### src/hw/rtl/tcch_pkg.sv
// Package of the touch command handler: opcodes, packet kinds, error codes,
// item and packet structs. Used by every RTL file of the block; no dependencies.
`timescale 1ns / 1ps
`default_nettype none

package tcch_pkg;

	localparam int ERROR_SLOT_COUNT = 4;
	localparam int ERR_PAD_COUNT = (ERROR_SLOT_COUNT > 4) ? ERROR_SLOT_COUNT : 4;

	typedef enum logic [3:0] {
		OP_OPEN        = 4'd0,
		OP_QUERY_ACK   = 4'd1,
		OP_RESET       = 4'd2,
		OP_QUERY_PARAM = 4'd3,
		OP_SET_PARAM   = 4'd4,
		OP_SET_ACK     = 4'd5,
		OP_QUERY_RESET = 4'd6,
		OP_UNKNOWN     = 4'd7,
		OP_BAD_CSUM    = 4'd8,
		OP_TOUCH       = 4'd9
	} opcode_t;

	typedef enum logic [1:0] {
		KIND_ACK   = 2'd0,
		KIND_RESET = 2'd1,
		KIND_PARAM = 2'd2,
		KIND_TOUCH = 2'd3
	} pkt_kind_t;

	typedef enum logic [2:0] {
		ERR_NONE          = 3'd0,
		ERR_BAD_PACKET    = 3'd1,
		ERR_BAD_CHECKSUM  = 3'd2,
		ERR_ILLEGAL_CMD   = 3'd3,
		ERR_BAD_SERIAL    = 3'd4,
		ERR_SET_UNAVAIL   = 3'd5,
		ERR_QUERY_UNAVAIL = 3'd6
	} err_code_t;

	typedef enum logic [1:0] {
		TOUCH_NONE    = 2'd0,
		TOUCH_DOWN    = 2'd1,
		TOUCH_STREAM  = 2'd2,
		TOUCH_LIFTOFF = 2'd3
	} touch_kind_t;

	localparam logic [7:0] HARD_RESET_CODE = 8'h30;
	localparam logic [7:0] IO_MODE_SERIAL  = 8'h30;
	localparam logic [2:0] RATE_CODE_4800  = 3'b101;
	localparam logic [7:0] SER2_HANDSHAKE  = 8'b0000_0100;
	localparam logic [7:0] SER2_RESERVED   = 8'b0111_0000;
	localparam logic [1:0] RATE_9600       = 2'd1;
	localparam logic [7:0] STATUS_BASE     = 8'h80;
	localparam logic [7:0] STATUS_ERRPEND  = 8'h10;
	localparam logic [7:0] TOUCH_ID_MAIN   = 8'd1;

	typedef struct packed {
		logic [3:0]  opcode;
		logic [7:0]  reset_kind;
		logic [7:0]  io_mode;
		logic [7:0]  serial_one;
		logic [7:0]  serial_two;
		logic [1:0]  touch_kind;
		logic [7:0]  touch_id;
		logic [11:0] x_pos;
		logic [11:0] y_pos;
	} item_t;

	typedef struct packed {
		pkt_kind_t       kind;
		logic [7:0]      status;
		logic [11:0]     x;
		logic [11:0]     y;
		logic [3:0][2:0] err;
		logic [1:0]      rate;
		logic            hs;
		logic            last;
	} pkt_t;

	// results of one item, at most two packets
	typedef struct packed {
		logic [1:0] n;
		pkt_t       p0;
		pkt_t       p1;
	} res_t;

endpackage

`default_nettype wire

### src/hw/rtl/tcch_in_reg.sv
// Input register stage of the touch command handler.
// Depends on tcch_pkg for the item struct.
`timescale 1ns / 1ps
`default_nettype none

module tcch_in_reg (
	input  wire logic           clk,
	input  wire logic           arst_n,
	input  wire logic           in_valid,
	input  wire tcch_pkg::item_t item,
	input  wire logic           advance,
	output logic                in_stall,
	output logic                valid_s1,
	output tcch_pkg::item_t     item_s1
);

	assign in_stall = valid_s1 && !advance;

	always_ff @(posedge clk or negedge arst_n) begin
		if (!arst_n) begin
			valid_s1 <= 1'b0;
		end else if (!in_stall) begin
			valid_s1 <= in_valid;
		end
	end

	always_ff @(posedge clk) begin
		if (in_valid && !in_stall) begin
			item_s1 <= item;
		end
	end

endmodule

`default_nettype wire

### src/hw/rtl/tcch_exec.sv
// Command and touch execution: controller state and result packet build.
// Depends on tcch_pkg for opcodes, error codes and packet structs.
`timescale 1ns / 1ps
`default_nettype none

module tcch_exec (
	input  wire logic            clk,
	input  wire logic            arst_n,
	input  wire tcch_pkg::item_t item_s1,
	input  wire logic            fire,
	output tcch_pkg::res_t       res
);

	logic [2:0] slot_q [tcch_pkg::ERROR_SLOT_COUNT];
	logic [2:0] slot_n [tcch_pkg::ERROR_SLOT_COUNT];
	logic       pend_q, pend_n;
	logic       rep_q, rep_n;
	logic [1:0] rate_q, rate_n;
	logic       hs_q, hs_n;

	logic                 err_en;
	tcch_pkg::err_code_t  err_code;
	logic                 found;
	logic [1:0]           n_res;
	tcch_pkg::pkt_kind_t  kind0;
	logic                 with_err0;
	logic [7:0]           status;
	logic [2:0]           rate_code;
	logic [2:0]           rate_diff;
	logic                 ser_ok;
	logic [2:0]           err_pad [tcch_pkg::ERR_PAD_COUNT];
	logic [3:0][2:0]      err_vec;
	tcch_pkg::pkt_t       base_pkt;

	assign rate_code = item_s1.serial_one[2:0];
	assign rate_diff = rate_code - tcch_pkg::RATE_CODE_4800;
	assign ser_ok    = (item_s1.io_mode == tcch_pkg::IO_MODE_SERIAL) &&
	                   (rate_code >= tcch_pkg::RATE_CODE_4800);

	always_comb begin
		for (int i = 0; i < tcch_pkg::ERROR_SLOT_COUNT; i++) slot_n[i] = slot_q[i];
		pend_n    = pend_q;
		rep_n     = rep_q;
		rate_n    = rate_q;
		hs_n      = hs_q;
		err_en    = 1'b0;
		err_code  = tcch_pkg::ERR_NONE;
		n_res     = 2'd0;
		kind0     = tcch_pkg::KIND_ACK;
		with_err0 = 1'b0;
		status    = '0;

		unique case (item_s1.opcode)
			tcch_pkg::OP_OPEN: begin
				rep_n = 1'b1;
			end
			tcch_pkg::OP_QUERY_ACK: begin
				n_res     = 2'd1;
				with_err0 = 1'b1;
				rep_n     = 1'b1;
			end
			tcch_pkg::OP_RESET: begin
				if (item_s1.reset_kind == tcch_pkg::HARD_RESET_CODE) begin
					for (int i = 0; i < tcch_pkg::ERROR_SLOT_COUNT; i++) slot_n[i] = '0;
				end else begin
					n_res = 2'd1;
					kind0 = tcch_pkg::KIND_RESET;
				end
				rep_n = 1'b1;
			end
			tcch_pkg::OP_QUERY_PARAM: begin
				n_res = 2'd2;
				kind0 = tcch_pkg::KIND_PARAM;
				rep_n = 1'b1;
			end
			tcch_pkg::OP_SET_PARAM: begin
				n_res     = 2'd1;
				with_err0 = 1'b1;
				if (!ser_ok) begin
					err_en   = 1'b1;
					err_code = tcch_pkg::ERR_BAD_SERIAL;
				end else begin
					rate_n = rate_diff[1:0];
					if ((item_s1.serial_two & tcch_pkg::SER2_HANDSHAKE) != '0) hs_n = 1'b1;
					if ((item_s1.serial_two & tcch_pkg::SER2_RESERVED) != '0) begin
						err_en   = 1'b1;
						err_code = tcch_pkg::ERR_BAD_PACKET;
					end else begin
						rep_n = 1'b1;
					end
				end
			end
			tcch_pkg::OP_SET_ACK: begin
				err_en   = 1'b1;
				err_code = tcch_pkg::ERR_SET_UNAVAIL;
			end
			tcch_pkg::OP_QUERY_RESET: begin
				err_en   = 1'b1;
				err_code = tcch_pkg::ERR_QUERY_UNAVAIL;
			end
			tcch_pkg::OP_BAD_CSUM: begin
				err_en   = 1'b1;
				err_code = tcch_pkg::ERR_BAD_CHECKSUM;
			end
			tcch_pkg::OP_TOUCH: begin
				if (rep_q && item_s1.touch_kind != tcch_pkg::TOUCH_NONE &&
				    item_s1.touch_id == tcch_pkg::TOUCH_ID_MAIN) begin
					n_res = 2'd1;
					kind0 = tcch_pkg::KIND_TOUCH;
					unique case (item_s1.touch_kind)
						tcch_pkg::TOUCH_DOWN:   status = tcch_pkg::STATUS_BASE | 8'h01;
						tcch_pkg::TOUCH_STREAM: status = tcch_pkg::STATUS_BASE | 8'h02;
						default:                status = tcch_pkg::STATUS_BASE | 8'h04;
					endcase
					if (pend_q) status = status | tcch_pkg::STATUS_ERRPEND;
					pend_n = 1'b0;
				end
			end
			default: begin
				// unknown command and undefined opcodes
				err_en   = 1'b1;
				err_code = tcch_pkg::ERR_ILLEGAL_CMD;
				rep_n    = 1'b1;
			end
		endcase

		// first empty slot takes the error, slot 0 when all are full
		found = 1'b0;
		if (err_en) begin
			for (int i = 0; i < tcch_pkg::ERROR_SLOT_COUNT; i++) begin
				if (!found && slot_n[i] == tcch_pkg::ERR_NONE) begin
					slot_n[i] = err_code;
					found     = 1'b1;
				end
			end
			if (!found) slot_n[0] = err_code;
			pend_n = 1'b1;
		end
	end

	always_comb begin
		for (int i = 0; i < tcch_pkg::ERR_PAD_COUNT; i++) err_pad[i] = '0;
		for (int i = 0; i < tcch_pkg::ERROR_SLOT_COUNT; i++) err_pad[i] = slot_n[i];
		for (int i = 0; i < 4; i++) err_vec[i] = err_pad[i];
	end

	always_comb begin
		base_pkt      = '0;
		base_pkt.kind = tcch_pkg::KIND_ACK;
		base_pkt.rate = rate_n;
		base_pkt.hs   = hs_n;

		res.n = n_res;

		res.p0        = base_pkt;
		res.p0.kind   = kind0;
		res.p0.status = status;
		res.p0.last   = (n_res == 2'd1);
		if (kind0 == tcch_pkg::KIND_TOUCH) begin
			res.p0.x = item_s1.x_pos;
			res.p0.y = item_s1.y_pos;
		end
		if (with_err0) res.p0.err = err_vec;

		// second packet only follows a parameter reply
		res.p1      = base_pkt;
		res.p1.err  = err_vec;
		res.p1.last = 1'b1;
	end

	always_ff @(posedge clk or negedge arst_n) begin
		if (!arst_n) begin
			for (int i = 0; i < tcch_pkg::ERROR_SLOT_COUNT; i++) slot_q[i] <= '0;
			pend_q <= 1'b0;
			rep_q  <= 1'b0;
			rate_q <= tcch_pkg::RATE_9600;
			hs_q   <= 1'b0;
		end else if (fire) begin
			for (int i = 0; i < tcch_pkg::ERROR_SLOT_COUNT; i++) slot_q[i] <= slot_n[i];
			pend_q <= pend_n;
			rep_q  <= rep_n;
			rate_q <= rate_n;
			hs_q   <= hs_n;
		end
	end

endmodule

`default_nettype wire

### src/hw/rtl/tcch_out_buf.sv
// Two-entry result buffer of the touch command handler; entry 0 drives the port.
// Depends on tcch_pkg for the packet structs.
`timescale 1ns / 1ps
`default_nettype none

module tcch_out_buf (
	input  wire logic           clk,
	input  wire logic           arst_n,
	input  wire logic           push,
	input  wire tcch_pkg::res_t res,
	input  wire logic           out_stall,
	output logic [1:0]          free,
	output logic                out_valid,
	output tcch_pkg::pkt_t      head
);

	tcch_pkg::pkt_t ent_q [2];
	tcch_pkg::pkt_t ent_n [2];
	tcch_pkg::pkt_t kept;
	logic [1:0]     cnt_q, cnt_n;
	logic [1:0]     base;
	logic           pop;

	assign out_valid = (cnt_q != 2'd0);
	assign head      = ent_q[0];
	assign pop       = out_valid && !out_stall;
	assign base      = cnt_q - {1'b0, pop};
	assign free      = 2'd2 - base;

	always_comb begin
		kept     = pop ? ent_q[1] : ent_q[0];
		ent_n[0] = ent_q[0];
		ent_n[1] = ent_q[1];
		cnt_n    = base;
		if (push) cnt_n = base + res.n;
		unique case (base)
			2'd0: begin
				ent_n[0] = res.p0;
				ent_n[1] = res.p1;
			end
			2'd1: begin
				ent_n[0] = kept;
				ent_n[1] = res.p0;
			end
			default: begin
			end
		endcase
	end

	always_ff @(posedge clk or negedge arst_n) begin
		if (!arst_n) begin
			cnt_q <= 2'd0;
		end else begin
			cnt_q <= cnt_n;
		end
	end

	always_ff @(posedge clk) begin
		ent_q[0] <= ent_n[0];
		ent_q[1] <= ent_n[1];
	end

endmodule

`default_nettype wire

### src/hw/rtl/touch_controller_command_handler_core.sv
// Touch command handler top level: input register, execution stage, result buffer.
// Depends on tcch_pkg, tcch_in_reg, tcch_exec and tcch_out_buf.
//
// One transaction is taken per cycle while in_stall is low. Each item is
// registered in the input register, executed from there against the controller
// state, and its zero, one or two result packets land in a two-entry output
// buffer, which is registered and drives the port. A query param yields a
// parameter reply and an acknowledge. An item leaves the input register only
// when the buffer has room for all its packets. in_stall follows out_stall
// combinationally through that room check.
`timescale 1ns / 1ps
`default_nettype none

module touch_controller_command_handler_core (
	input  wire logic        clk,
	input  wire logic        arst_n,
	input  wire logic        in_valid,
	output logic             in_stall,
	input  wire logic [3:0]  opcode,
	input  wire logic [7:0]  reset_kind,
	input  wire logic [7:0]  io_mode,
	input  wire logic [7:0]  serial_one,
	input  wire logic [7:0]  serial_two,
	input  wire logic [1:0]  touch_kind,
	input  wire logic [7:0]  touch_id,
	input  wire logic [15:0] x_position,
	input  wire logic [15:0] y_position,
	output logic             out_valid,
	input  wire logic        out_stall,
	output logic [1:0]       packet_kind,
	output logic [7:0]       status_byte,
	output logic [11:0]      x_out,
	output logic [11:0]      y_out,
	output logic [2:0]       error_zero,
	output logic [2:0]       error_one,
	output logic [2:0]       error_two,
	output logic [2:0]       error_three,
	output logic [1:0]       rate_select,
	output logic             handshake_on,
	output logic             last
);

	tcch_pkg::item_t item;
	tcch_pkg::item_t item_s1;
	tcch_pkg::res_t  res;
	tcch_pkg::pkt_t  head;
	logic            valid_s1;
	logic            fire;
	logic [1:0]      free;

	always_comb begin
		item.opcode     = opcode;
		item.reset_kind = reset_kind;
		item.io_mode    = io_mode;
		item.serial_one = serial_one;
		item.serial_two = serial_two;
		item.touch_kind = touch_kind;
		item.touch_id   = touch_id;
		item.x_pos      = x_position[11:0];
		item.y_pos      = y_position[11:0];
	end

	// item moves on only if all of its packets fit
	assign fire = valid_s1 && (res.n <= free);

	tcch_in_reg u_in_reg (
		.clk      (clk),
		.arst_n   (arst_n),
		.in_valid (in_valid),
		.item     (item),
		.advance  (fire),
		.in_stall (in_stall),
		.valid_s1 (valid_s1),
		.item_s1  (item_s1)
	);

	tcch_exec u_exec (
		.clk     (clk),
		.arst_n  (arst_n),
		.item_s1 (item_s1),
		.fire    (fire),
		.res     (res)
	);

	tcch_out_buf u_out_buf (
		.clk       (clk),
		.arst_n    (arst_n),
		.push      (fire),
		.res       (res),
		.out_stall (out_stall),
		.free      (free),
		.out_valid (out_valid),
		.head      (head)
	);

	assign packet_kind  = head.kind;
	assign status_byte  = head.status;
	assign x_out        = head.x;
	assign y_out        = head.y;
	assign error_zero   = head.err[0];
	assign error_one    = head.err[1];
	assign error_two    = head.err[2];
	assign error_three  = head.err[3];
	assign rate_select  = head.rate;
	assign handshake_on = head.hs;
	assign last         = head.last;

endmodule

`default_nettype wire

### config.mk
export PLATFORM = sky130hd
export DESIGN_NAME = touch_controller_command_handler_core
export DESIGN_NICKNAME = d
export VERILOG_FILES = /design/src/hw/rtl/tcch_pkg.sv /design/src/hw/rtl/tcch_in_reg.sv /design/src/hw/rtl/tcch_exec.sv /design/src/hw/rtl/tcch_out_buf.sv /design/src/hw/rtl/touch_controller_command_handler_core.sv
export SDC_FILE = /design/constraint.sdc
export NUM_CORES = 1
export LEC_CHECK = 0
export BUFFER_PORTS_ARGS = -buffer_cell sky130_fd_sc_hd__buf_4
export CORE_MARGIN = 2
export CORE_UTILIZATION = 50
export DETAILED_ROUTE_END_ITERATION = 8
export PLACE_DENSITY_LB_ADDON = 0.08
export SLEW_MARGIN = 20
export SYNTH_ARGS = -nofsm -noshare
export SYNTH_HDL_FRONTEND = slang
export SYNTH_SLANG_ARGS = --single-unit
### constraint.sdc
create_clock -name clk -period 5.5 [get_ports clk]
set_clock_uncertainty 0.2 [all_clocks]
set_input_delay 0 -clock clk [delete_from_list [all_inputs] [get_ports clk]]
set_output_delay 0 -clock clk [all_outputs]
set_load 0.1 [all_outputs]
==> flow_summary.ini <==
[run_status]
run_status = finished clean

[sta]
rsz0062_at_grt = no
finalCriticalPeriod_ns = 4.08
fin_setup_tns_ns = 0
drv_slew = 0
fin_crit_sh_pct = 74.1
relSlewSlack_pct = 38.2
hold_slack_ns = 0.0929
finalHoldViolations = 0
max_freq_mhz = 245
setup_viol = 0
worst_slew_pin_slew_ns = 0.924

[logic_synthesis]
ys_ff_latch = 175
avgSynthCellArea_um2 = 13.2
synth_seq_area_share_pct = 68.8
synth_cell_types = 56
postSynth.asyncResetShare_pct = 11.4
synthCells = 567
synth_edf_count = 155
ys.flop_type = edfxtp_1
synth_area_um2 = 7500
yosysWarnings = 0

[setup_path]
crit_start = u_out_buf.cnt_q[0]
crit_fanout = 34
r2r_cells = 13
crit_type = flop to flop
cp-end-kind = flop
arrival_ns = 3.99
start_kind = flop
r2r_start = u_out_buf.cnt_q[0]
required_ns = 5.41

[route]
wire_per_inst_um = 15.8
drt_wl_total_um = 14100
drc_errors = 0
dr.pass1.iters = 5
drt-initial-drc-count = 366
vias = 4622
final_antenna_net_count = 0
routed_via_density = 5.19

[place]
dpl.hpwl_um = 8510
gp_congestion = 0.847
port_buffers = 113

[floorplan]
die_w_um = 126
start_util_pct = 51.4
io_pins = 134
die_h_um = 126
design.die.area_um2 = 16000
std_cell_rows = 44
core_um2 = 14600

[layout]
final_core_util_pct = 64.5
area_growth_pct = 25.4
layout_commonest_cell = edfxtp_1
drive_above_1_share_pct = 24.2
multiInputGateArea_um2 = 1820
n_fill_cell = 1059
num_antenna_cells = 0
fin_nets = 785
seq_area_um2 = 5160
layout_common_cells = edfxtp_1, buf_4, nand2_1

[min_path]
hp-start = y_position[7]
hold_path.class = primary input to flop
worstHoldPathCells = 2

[clocking]
clkTransAtPathRegs_ns = 0.06
worst_skew_pair.late_latency_ns = 0.42
cts_root_buf = clkbuf_16
cts_buffers = 17
htreeDepth = 4
clock-sinks = 175
tritoncts = done
cts-resized-gates = 0
clock_path_buffers = 2

[global_routing]
grt_usage_pct = 18.0
overflow = 0
grt_max_degree = 81
antenna_found_initial = 0
grt_pass1_vias = 4389
grt_pass1_wl_um = 22500

[job]
max-cap-violations = 0
-- registers in the layout (all words and copies together) (netlist names) --
name	cells
u_out_buf.ent_q	94
u_in_reg.item_s1	61
u_out_buf.cnt_q	2
u_exec.hs_q	1
u_exec.rep_q	1
u_exec.rate_q	2
u_in_reg.valid_s1	1
u_exec.pend_q	1
u_exec.slot_q	12
-- path summary, 6_finish.rpt --
kind / endpoint / slack, ns
hold / removal: u_in_reg.item_s1[7] / 0.09
max in group asynchronous: u_out_buf.cnt_q[0] / 3.35
hold reg to reg: u_exec.hs_q / 0.27
min in group asynchronous: u_exec.rate_q[0] / 0.42
setup reg to reg: u_in_reg.item_s1[43] / 1.42
setup / recovery: u_in_reg.item_s1[43] / 1.42
-- worst max-delay path: stages, from the launching register on --
cell and delay [ns]:
dfrtp_1 0.37, or2_2 0.30, nor2b_1 0.15, ha_1 0.20
xnor2_1 0.38, ha_4 0.27, inv_1 0.05, ha_1 0.23
nor2b_1 0.14, o21ai_0 0.34, inv_1 0.08, nand2_1 0.11
and2_2 0.64, buf_12 0.30
-- cells by family (layout without fill, tap and decap cells) --
kind of cell    count (synthesis)  in the layout  synth area share, %
compound gates                 92             92                 7.79
xor+xnor                        4              4                0.467
fa+ha+maj                      10             10                 1.67
buf+inv                        94            231                 7.36
flops                         175            175                 68.8
mux                            12             12                 1.75
other cells                     1              3               0.0500
simple gates                  179            179                 12.2
-- metrics by stage --
step | cells | worst slack (ns) | instance area, µm²
2_1_floorplan | 569 | 0.836 | 7510
3_3_place_gp | 793 | 1.49 | 8160
3_5_place_dp | 793 | 1.40 | 8160
4_1_cts | 890 | 1.38 | 9400
5_1_grt | 890 | 1.09 | 9400
6_report | 890 | 1.42 | 9400
-- synthesized netlist by cell type (all sizes together), types with 2 or more instances --
master | instances | area (µm²)
nand4 | 2 | 12.5
a22o | 4 | 35.0
nor2b | 7 | 43.8
a31o | 2 | 17.5
a31oi | 2 | 12.5
xnor2 | 4 | 35.0
mux2 | 9 | 101
ha | 10 | 125
o21bai | 2 | 15.0
a21o | 2 | 15.0
inv | 17 | 63.8
or4b | 2 | 27.5
dfrtp | 19 | 475
o21ai | 38 | 190
mux2i | 3 | 30.0
or2 | 3 | 18.8
o31ai | 3 | 27.5
clkbuf | 22 | 82.6
a32o | 4 | 40.0
nor2 | 15 | 58.8
nand3 | 7 | 35.0
and2 | 5 | 31.3
edfxtp | 155 | 4650
a22oi | 5 | 37.5
or3 | 6 | 37.5
nand2 | 81 | 304
nor4bb | 2 | 20.0
a21oi | 20 | 104
nor4 | 4 | 25.0
and3 | 28 | 175
o2bb2ai | 5 | 43.8
nand2b | 2 | 12.5
buf | 55 | 405
nor3 | 10 | 66.3
-- repair_timing --
action | 4_1_cts | 5_1_grt
endpoints found under the hold margin | 82 | 0
setup buffers | 0 | 0
hold buffers | 65 | 0
-- per-layer routing --
layer  track usage [%]  part of all wire (%)
met3              4.68                   6.1
met5                 0                     0
met2              29.0                    49
met4              5.95                  0.87
met1              24.1                    44
-- cell type report --
class | instances | share of cell area (%)
inverters | 17 | 0.679
repair buffers | 182 | 16.4
clock buffers | 18 | 4.56
flip-flops and latches | 175 | 54.8
multi-input cells | 300 | 19.3
clock inverters | 14 | 1.76
well taps | 184 | 2.45
Power is not shown: default switching activity piles up to over one toggle a cycle in this logic, so the estimate is an artifact.
